File: src/rtl/mclp_pkg.sv
`default_nettype none
package mclp_pkg;

  localparam int Channels  = 8;
  localparam int ChanW     = 3;
  localparam int FracBits  = 16;
  localparam int SampleW   = 32;
  localparam int ScaleW    = 16;
  localparam int ScaleFrac = 16;
  localparam int FbW       = 24;
  localparam int CfgW      = 24;

  // Product of feedback and stored output, and the sum that it feeds.
  localparam int ProdFbW = FbW + SampleW;
  localparam int SumW    = ProdFbW - FracBits + 2;
  // The sum is split into a low half (unsigned) and a high half (signed) for the scale product.
  localparam int SumLoW  = SumW / 2;
  localparam int SumHiW  = SumW - SumLoW;
  // Shared multiplier operands; scale as a signed value and each sum half fit.
  localparam int MulAW   = FbW;
  localparam int MulBW   = SampleW;
  localparam int MulPW   = MulAW + MulBW;
  localparam int FullW   = SumW + ScaleW + 1;
  localparam int YW      = FullW - ScaleFrac;

  localparam logic signed [SampleW-1:0] SampleMax = {1'b0, {(SampleW-1){1'b1}}};
  localparam logic signed [SampleW-1:0] SampleMin = {1'b1, {(SampleW-1){1'b0}}};

  localparam logic [ScaleW-1:0] ScaleReset = ScaleW'(32768);
  localparam logic [FbW-1:0]    FbReset    = '0;

  // Register indexes
  localparam logic RegScale    = 1'b0;
  localparam logic RegFeedback = 1'b1;

  // Item function codes
  localparam logic FuncFilter = 1'b0;
  localparam logic FuncReset  = 1'b1;

  typedef enum logic [1:0] {
    MulFb,
    MulLo,
    MulHi
  } mul_sel_e;

  typedef struct packed {
    logic     load_in;
    logic     load_reset;
    logic     mul_en;
    mul_sel_e mul_sel;
    logic     sum_en;
    logic     lo_en;
    logic     finish;
  } mclp_cmd_t;

endpackage
`default_nettype wire

File: src/rtl/mclp_ctrl.sv
`default_nettype none
module mclp_ctrl (
  input  wire logic                      clk_i,
  input  wire logic                      rst_ni,
  input  wire logic                      in_valid_i,
  output logic                           in_stall_o,
  input  wire logic                      func_i,
  input  wire logic [mclp_pkg::ChanW-1:0] channel_i,
  output logic                           out_valid_o,
  input  wire logic                      out_stall_i,
  output mclp_pkg::mclp_cmd_t            cmd_o
);

  typedef enum logic [2:0] {
    StIdle,
    StMulFb,
    StSum,
    StMulLo,
    StMulHi,
    StFinish
  } state_e;

  state_e state_q, state_d;
  logic   out_valid_q, out_valid_d;
  logic   accept;
  logic   chan_ok;
  logic   out_free;

  assign chan_ok    = int'(channel_i) < mclp_pkg::Channels;
  assign in_stall_o = (state_q != StIdle);
  assign accept     = in_valid_i && !in_stall_o;
  assign out_free   = !out_valid_q || !out_stall_i;

  always_comb begin
    state_d          = state_q;
    cmd_o            = '0;
    cmd_o.mul_sel    = mclp_pkg::MulFb;
    case (state_q)
      StIdle: begin
        if (accept && chan_ok) begin
          if (func_i == mclp_pkg::FuncReset) begin
            cmd_o.load_reset = 1'b1;
          end else begin
            cmd_o.load_in = 1'b1;
            state_d       = StMulFb;
          end
        end
      end
      StMulFb: begin
        cmd_o.mul_en  = 1'b1;
        cmd_o.mul_sel = mclp_pkg::MulFb;
        state_d       = StSum;
      end
      StSum: begin
        cmd_o.sum_en = 1'b1;
        state_d      = StMulLo;
      end
      StMulLo: begin
        cmd_o.mul_en  = 1'b1;
        cmd_o.mul_sel = mclp_pkg::MulLo;
        state_d       = StMulHi;
      end
      StMulHi: begin
        cmd_o.mul_en  = 1'b1;
        cmd_o.mul_sel = mclp_pkg::MulHi;
        cmd_o.lo_en   = 1'b1;
        state_d       = StFinish;
      end
      StFinish: begin
        // hold until the output register can take the result
        if (out_free) begin
          cmd_o.finish = 1'b1;
          state_d      = StIdle;
        end
      end
      default: state_d = StIdle;
    endcase
  end

  always_comb begin
    out_valid_d = out_valid_q;
    if (cmd_o.finish) begin
      out_valid_d = 1'b1;
    end else if (!out_stall_i) begin
      out_valid_d = 1'b0;
    end
  end

  always_ff @(posedge clk_i or negedge rst_ni) begin
    if (!rst_ni) begin
      state_q     <= StIdle;
      out_valid_q <= 1'b0;
    end else begin
      state_q     <= state_d;
      out_valid_q <= out_valid_d;
    end
  end

  assign out_valid_o = out_valid_q;

endmodule
`default_nettype wire

File: src/rtl/mclp_datapath.sv
`default_nettype none
module mclp_datapath (
  input  wire logic                               clk_i,
  input  wire logic                               rst_ni,
  input  wire mclp_pkg::mclp_cmd_t                cmd_i,
  input  wire logic                               cfg_we_i,
  input  wire logic                               cfg_index_i,
  input  wire logic [mclp_pkg::CfgW-1:0]          cfg_data_i,
  input  wire logic [mclp_pkg::ChanW-1:0]         channel_i,
  input  wire logic signed [mclp_pkg::SampleW-1:0] sample_i,
  output logic [mclp_pkg::ChanW-1:0]              out_channel_o,
  output logic signed [mclp_pkg::SampleW-1:0]     filtered_o
);

  logic [mclp_pkg::ScaleW-1:0]         scale_q;
  logic signed [mclp_pkg::FbW-1:0]     fb_q;

  logic signed [mclp_pkg::SampleW-1:0] last_in_q  [mclp_pkg::Channels];
  logic signed [mclp_pkg::SampleW-1:0] last_out_q [mclp_pkg::Channels];

  logic [mclp_pkg::ChanW-1:0]          ch_q;
  logic signed [mclp_pkg::SampleW-1:0] x_q;

  logic signed [mclp_pkg::MulAW-1:0]   mul_a;
  logic signed [mclp_pkg::MulBW-1:0]   mul_b;
  logic signed [mclp_pkg::MulPW-1:0]   prod_d, prod_q;
  logic signed [mclp_pkg::MulPW-1:0]   lo_prod_q;

  logic signed [mclp_pkg::ProdFbW-mclp_pkg::FracBits-1:0] fb_term;
  logic signed [mclp_pkg::SumW-1:0]    sum_d, sum_q;
  logic signed [mclp_pkg::FullW-1:0]   full;
  logic signed [mclp_pkg::YW-1:0]      y_wide;
  logic signed [mclp_pkg::SampleW-1:0] y_sat;

  logic [mclp_pkg::ChanW-1:0]          out_channel_q;
  logic signed [mclp_pkg::SampleW-1:0] filtered_q;

  always_ff @(posedge clk_i or negedge rst_ni) begin
    if (!rst_ni) begin
      scale_q <= mclp_pkg::ScaleReset;
      fb_q    <= mclp_pkg::FbReset;
    end else if (cfg_we_i) begin
      case (cfg_index_i)
        mclp_pkg::RegScale:    scale_q <= cfg_data_i[mclp_pkg::ScaleW-1:0];
        mclp_pkg::RegFeedback: fb_q    <= signed'(cfg_data_i[mclp_pkg::FbW-1:0]);
        default: ;
      endcase
    end
  end

  // Multiplier operand select; sum is split into unsigned low and signed high parts
  always_comb begin
    case (cmd_i.mul_sel)
      mclp_pkg::MulFb: begin
        mul_a = fb_q;
        mul_b = last_out_q[ch_q];
      end
      mclp_pkg::MulLo: begin
        mul_a = {{(mclp_pkg::MulAW-mclp_pkg::ScaleW){1'b0}}, scale_q};
        mul_b = {{(mclp_pkg::MulBW-mclp_pkg::SumLoW){1'b0}}, sum_q[mclp_pkg::SumLoW-1:0]};
      end
      mclp_pkg::MulHi: begin
        mul_a = {{(mclp_pkg::MulAW-mclp_pkg::ScaleW){1'b0}}, scale_q};
        mul_b = mclp_pkg::MulBW'(signed'(sum_q[mclp_pkg::SumW-1:mclp_pkg::SumLoW]));
      end
      default: begin
        mul_a = '0;
        mul_b = '0;
      end
    endcase
  end

  assign prod_d  = mul_a * mul_b;
  assign fb_term = signed'(prod_q[mclp_pkg::MulPW-1:mclp_pkg::FracBits]);
  assign sum_d   = mclp_pkg::SumW'(x_q) + mclp_pkg::SumW'(last_in_q[ch_q])
                 - mclp_pkg::SumW'(fb_term);

  // Recombine the two halves of scale * sum, floor by the shift, then clamp
  assign full   = (mclp_pkg::FullW'(prod_q) <<< mclp_pkg::SumLoW)
                + mclp_pkg::FullW'(lo_prod_q);
  assign y_wide = signed'(full[mclp_pkg::FullW-1:mclp_pkg::ScaleFrac]);

  always_comb begin
    if (y_wide > mclp_pkg::YW'(mclp_pkg::SampleMax)) begin
      y_sat = mclp_pkg::SampleMax;
    end else if (y_wide < mclp_pkg::YW'(mclp_pkg::SampleMin)) begin
      y_sat = mclp_pkg::SampleMin;
    end else begin
      y_sat = y_wide[mclp_pkg::SampleW-1:0];
    end
  end

  always_ff @(posedge clk_i) begin
    if (cmd_i.load_in) begin
      ch_q <= channel_i;
      x_q  <= sample_i;
    end
    if (cmd_i.mul_en) begin
      prod_q <= prod_d;
    end
    if (cmd_i.lo_en) begin
      lo_prod_q <= prod_q;
    end
    if (cmd_i.sum_en) begin
      sum_q <= sum_d;
    end
    if (cmd_i.finish) begin
      out_channel_q <= ch_q;
      filtered_q    <= y_sat;
    end
  end

  always_ff @(posedge clk_i or negedge rst_ni) begin
    if (!rst_ni) begin
      for (int i = 0; i < mclp_pkg::Channels; i++) begin
        last_in_q[i]  <= '0;
        last_out_q[i] <= '0;
      end
    end else if (cmd_i.load_reset) begin
      last_in_q[channel_i]  <= sample_i;
      last_out_q[channel_i] <= sample_i;
    end else if (cmd_i.finish) begin
      last_in_q[ch_q]  <= x_q;
      last_out_q[ch_q] <= y_sat;
    end
  end

  assign out_channel_o = out_channel_q;
  assign filtered_o    = filtered_q;

endmodule
`default_nettype wire

File: src/rtl/multichannel_first_order_lowpass_core.sv
// Channel | Handshake            | Payload
// input   | in_valid_i/in_stall_o | func_i, channel_i, sample_i
// output  | out_valid_o/out_stall_i | out_channel_o, filtered_o
// config  | cfg_we_i             | cfg_index_i, cfg_data_i
//
// A filter item steps through the states MulFb, Sum, MulLo, MulHi and Finish; Finish
// writes the output register, and no new item is taken before the core is idle. The
// shared 24x32 multiplier is used three times (feedback, then the low and high halves of
// the scale product) with a sum and a recombine step around it.
// A reset item returns nothing and leaves the input free for the next item.
// Reset clears the channel stores and loads the coefficient defaults at once.
// A stalled result lets the next item run, but its Finish step and the input wait.
`default_nettype none
module multichannel_first_order_lowpass_core (
  input  wire logic                               clk_i,
  input  wire logic                               rst_ni,
  input  wire logic                               cfg_we_i,
  input  wire logic                               cfg_index_i,
  input  wire logic [mclp_pkg::CfgW-1:0]          cfg_data_i,
  input  wire logic                               in_valid_i,
  output logic                                    in_stall_o,
  input  wire logic                               func_i,
  input  wire logic [mclp_pkg::ChanW-1:0]         channel_i,
  input  wire logic signed [mclp_pkg::SampleW-1:0] sample_i,
  output logic                                    out_valid_o,
  input  wire logic                               out_stall_i,
  output logic [mclp_pkg::ChanW-1:0]              out_channel_o,
  output logic signed [mclp_pkg::SampleW-1:0]     filtered_o
);

  mclp_pkg::mclp_cmd_t cmd;

  mclp_ctrl u_ctrl (
    .clk_i       (clk_i),
    .rst_ni      (rst_ni),
    .in_valid_i  (in_valid_i),
    .in_stall_o  (in_stall_o),
    .func_i      (func_i),
    .channel_i   (channel_i),
    .out_valid_o (out_valid_o),
    .out_stall_i (out_stall_i),
    .cmd_o       (cmd)
  );

  mclp_datapath u_datapath (
    .clk_i         (clk_i),
    .rst_ni        (rst_ni),
    .cmd_i         (cmd),
    .cfg_we_i      (cfg_we_i),
    .cfg_index_i   (cfg_index_i),
    .cfg_data_i    (cfg_data_i),
    .channel_i     (channel_i),
    .sample_i      (sample_i),
    .out_channel_o (out_channel_o),
    .filtered_o    (filtered_o)
  );

endmodule
`default_nettype wire

File: config.mk
export PLATFORM = sky130hd
export DESIGN_NAME = multichannel_first_order_lowpass_core
export DESIGN_NICKNAME = d
export VERILOG_FILES = /design/src/rtl/mclp_pkg.sv /design/src/rtl/mclp_ctrl.sv /design/src/rtl/mclp_datapath.sv /design/src/rtl/multichannel_first_order_lowpass_core.sv
export SDC_FILE = /design/constraint.sdc
export NUM_CORES = 2
export LEC_CHECK = 0
export BUFFER_PORTS_ARGS = -buffer_cell sky130_fd_sc_hd__buf_2
export CAP_MARGIN = 20
export CORE_MARGIN = 8
export CORE_UTILIZATION = 25
export CTS_CLUSTER_SIZE = 28
export DETAILED_ROUTE_END_ITERATION = 8
export GPL_TIMING_DRIVEN = 0
export PLACE_DENSITY = 0.38
export SLEW_MARGIN = 20
export SYNTH_ARGS = -nofsm -noshare
export SYNTH_HDL_FRONTEND = slang
export SYNTH_SLANG_ARGS = --single-unit
File: constraint.sdc
create_clock -name clk_i -period 11.99 [get_ports clk_i]
set_input_delay 2.398 -clock clk_i [delete_from_list [all_inputs] [get_ports clk_i]]
set_output_delay 2.398 -clock clk_i [all_outputs]
set_load 0.1 [all_outputs]
==> qor.yml <==
run_status:
  outcome: "completed"
drt:
  ant_nets: 0
  drt-wirelength-per-cell_um: 32.3
  routed-via-count: 56463
  routed_wl_um: 344000
  avgViaCountPerCell: 5.31
  drcViolationCount: 0
  drtPass1Iterations: 8
  initialDrtViolationCount: 6473
die:
  pin_count: 103
  floorplan.die_area_um2: 278000
  start_util_pct: 25.0
  placement_rows: 188
  die_x_um: 528
  floorplan.die.height_um: 528
  placeableCoreArea_um2: 261000
global_route:
  vias_in_the_first_global_route: 57172
  grt_util_all_layers_pct: 24.1
  initial_antenna_violation_count: 25
  grt_max_degree: 88
  grt.overflow.total: 0
  grt_first_pass_wirelength_um: 473000
sta:
  timing.clock.skew_ps: 70.4
  rsz0062_at_grt: "no"
  slew_headroom_pct: 11.4
  final-setup-viol-count: 0
  setup-tns-final_ps: 0
  finalMaxSlewViolations: 0
  timing.final.crit_share_pct: 98.0
  setup_ws_ps: 235
  hold_viol: 0
  post-route-min-period_ps: 11760
  worst_slew_pin_slew_ps: 1330
  fmax_mhz: 85.1
clock_network:
  clock_insertion_delay_at_the_later_pin_of_the_skew_report_ps: 790
  cts_root_buffer: "sky130_fd_sc_hd__clkbuf_16"
  clock-sinks: 763
  numCtsBuffers: 99
  post-cts-setup-buffers: 0
  ctsLongestPathBuffers: 3
  tritoncts_clock_tree: "done"
  htree_levels: 3
  clk_transition_reported_paths_ps: 60
cells_and_area:
  final_area_um2: 75600
  post_layout_nonfiller_instances: 10643
  mostFrequentLayoutCell: "sky130_fd_sc_hd__nand2_1"
  layout-area-overhead-vs-synth_pct: 15.6
  nNetsFinal: 8151
  layout-drive-gt1-share_pct: 8.56
  leading_cell_types_in_the_layout_fill_and_taps_excluded: "1036 x sky130_fd_sc_hd__nand2_1, 979 x sky130_fd_sc_hd__inv_1, 824 x sky130_fd_sc_hd__fa_1"
place:
  place_ws_ps: -1500
  placed_cell_area_um2: 72000
  place_inst: 10448
  port_buffers: 102
  dp_hpwl_um: 269000
  gpl.final_weighted_congestion: 0.957
flow_run:
  drv.max_cap_violation_count: 0
synthesis:
  synth_warnings: 0
  synth_sequential_area_ratio_pct: 30.8
  synth_enable_flop_cells: 207
  synthDominantAreaCellType: "sky130_fd_sc_hd__fa_1"
  post_synth_instance_area_um2: 65400
  synth.area.top_cells: "sky130_fd_sc_hd__fa_1 25%, sky130_fd_sc_hd__dfrtp_1 21%, sky130_fd_sc_hd__edfxtp_1 9.5%"
  synth.avg_cell_area_um2: 9.67
  async_reset_ff_share_pct: 72.9
  synthDistinctLibCells: 86
  synth_top_area_share_pct: 25.2
  synth-seq-cells: 763
  syn_inst: 6763
  mapped_nets: 7881
  synthFlopType: "sky130_fd_sc_hd__dfrtp_1"
setup_path:
  critical_path.reg2reg.endpoint: "u_datapath.prod_q[54]"
  critical_path.endpoint_type: "register"
  worst-r2r-cell-count: 31
  critical_path_required_ps: 12480
  worst-endpoint-arrival_ps: 12240
  worstSetupStartpointType: "register"
  slowest_delay_ps: 830
  critical_path.max_fanout: 10
  critPathMostFrequentCell: "sky130_fd_sc_hd__fa_1"
  reg2reg_from: "u_ctrl.state_q[2]"
  worst-r2r-setup-slack_ps: 230
  setup_crit_path_kind: "reg -> reg"
  slowest_stage: "sky130_fd_sc_hd__clkbuf_1"
worst_hold_path:
  worst_hold_path.num_cells: 2
  hold-path-endpoint: "u_datapath.last_in_q[125]"
  min_path_type: "reg -> reg"
  timing.hold.worst.start: "u_datapath.last_in_q[125]"
[cell type report]
| cell class | count | area (µm²) |
|---|---|---|
| antenna | 12 | 30.0 |
| buffer | 472 | 1980 |
| clock buffer | 157 | 2980 |
| clock inverter | 27 | 360 |
| fill | 27811 | 186000 |
| inverter | 981 | 3680 |
| multi-input combinational | 4542 | 40500 |
| sequential | 763 | 20100 |
| tap | 3515 | 4400 |
| timing repair buffer | 174 | 1590 |
[critical path, delay by kind of cell (launching register included)]
family                   cells  cell delay, ps
AO/OA/AOI/OAI                7            2980
XOR/XNOR                     1             170
adder cells (fa/ha/maj)      8            3750
buffers and inverters        8            2270
flip-flops                   1             660
AND/OR/NAND/NOR              7            1560
[worst max-delay path by stage]
stage	start	endpoint	slack [ps]	depth (start not counted)
global placement	rst_ni	u_datapath.last_in_q[108]	-4820	1
floorplan	u_ctrl.state_q[2]	u_datapath.prod_q[54]	2440	29
global route	u_ctrl.state_q[1]	u_datapath.prod_q[54]	20	31
CTS	u_datapath.ch_q[1]	u_datapath.prod_q[54]	30	31
finish	u_ctrl.state_q[2]	u_datapath.prod_q[54]	230	31
detailed placement	u_datapath.ch_q[0]	u_datapath.prod_q[39]	-1500	30
[cell families after synthesis]
| group | count (synthesis) | synth area share (%) |
|---|---|---|
| compound gates | 1495 | 17.0 |
| fa+ha+maj | 1052 | 29.6 |
| simple gates | 1821 | 11.7 |
| buf+inv | 1458 | 8.45 |
| xor+xnor | 116 | 1.55 |
| mux | 58 | 0.964 |
| flops | 763 | 30.8 |
[registers in the layout (all words and copies together), names as in the netlist]
signal and cells:
u_datapath.fb_q 24, u_datapath.out_channel_o 3, u_datapath.prod_q 56, u_datapath.last_out_q 256, u_ctrl.state_q 3, u_datapath.sum_q 41, u_datapath.scale_q 16, u_ctrl.out_valid_o 1
u_datapath.ch_q 3, u_datapath.filtered_o 32, u_datapath.lo_prod_q 40, u_datapath.x_q 32, u_datapath.last_in_q 256
[metrics by stage]
stage / hold WS (ps) / utilization [%]
3_5_place_dp: 455 / 27.5
2_1_floorplan: 424 / -
6_report: 466 / 28.9
3_3_place_gp: 449 / 26.9
5_1_grt: 473 / 28.9
4_1_cts: 463 / 28.9
[synthesized netlist by cell type, types with 10 or more instances]
cell type / instances
sky130_fd_sc_hd__ha_1: 228
sky130_fd_sc_hd__nor3_1: 40
sky130_fd_sc_hd__fa_1: 824
sky130_fd_sc_hd__or3_1: 22
sky130_fd_sc_hd__a21o_1: 76
sky130_fd_sc_hd__buf_1: 46
sky130_fd_sc_hd__a22o_1: 54
sky130_fd_sc_hd__edfxtp_1: 207
sky130_fd_sc_hd__xnor2_1: 87
sky130_fd_sc_hd__mux2_2: 40
sky130_fd_sc_hd__inv_1: 980
sky130_fd_sc_hd__nor2b_1: 13
sky130_fd_sc_hd__a211oi_1: 18
sky130_fd_sc_hd__a221oi_1: 89
sky130_fd_sc_hd__a221o_1: 75
sky130_fd_sc_hd__o211ai_1: 208
sky130_fd_sc_hd__a32oi_1: 10
sky130_fd_sc_hd__a41o_1: 11
sky130_fd_sc_hd__o21ai_0: 101
sky130_fd_sc_hd__xor2_1: 29
sky130_fd_sc_hd__mux2i_1: 18
sky130_fd_sc_hd__a31oi_1: 71
sky130_fd_sc_hd__and2_1: 66
sky130_fd_sc_hd__nor2_1: 445
sky130_fd_sc_hd__buf_2: 25
sky130_fd_sc_hd__o21bai_1: 12
sky130_fd_sc_hd__clkbuf_1: 402
sky130_fd_sc_hd__nand3_1: 38
sky130_fd_sc_hd__a21oi_1: 125
sky130_fd_sc_hd__nand4_1: 23
sky130_fd_sc_hd__nand2b_1: 22
sky130_fd_sc_hd__and3_1: 56
sky130_fd_sc_hd__a22oi_1: 547
sky130_fd_sc_hd__nand2_1: 1041
sky130_fd_sc_hd__o21a_1: 21
sky130_fd_sc_hd__dfrtp_1: 555
[per-layer routing]
layer | vias up | track usage [%] | wire (µm)
met1 | 29883 | 33.8 | 152000
met2 | 2680 | 35.6 | 146000
li1 | 23299 | - | -
met3 | 591 | 5.13 | 28900
met4 | 10 | 10.6 | 17800
met5 | - | 0 | 58
[timing repair]
item | 4_1_cts | 5_1_grt
hold buffers | 0 | 0
resized for setup | 56 | 78
endpoints found under the hold margin | 0 | 0
endpoints found under the setup margin | 19 | 9
Power is not shown: default switching activity piles up to over one toggle a cycle in this logic, so the estimate is an artifact.
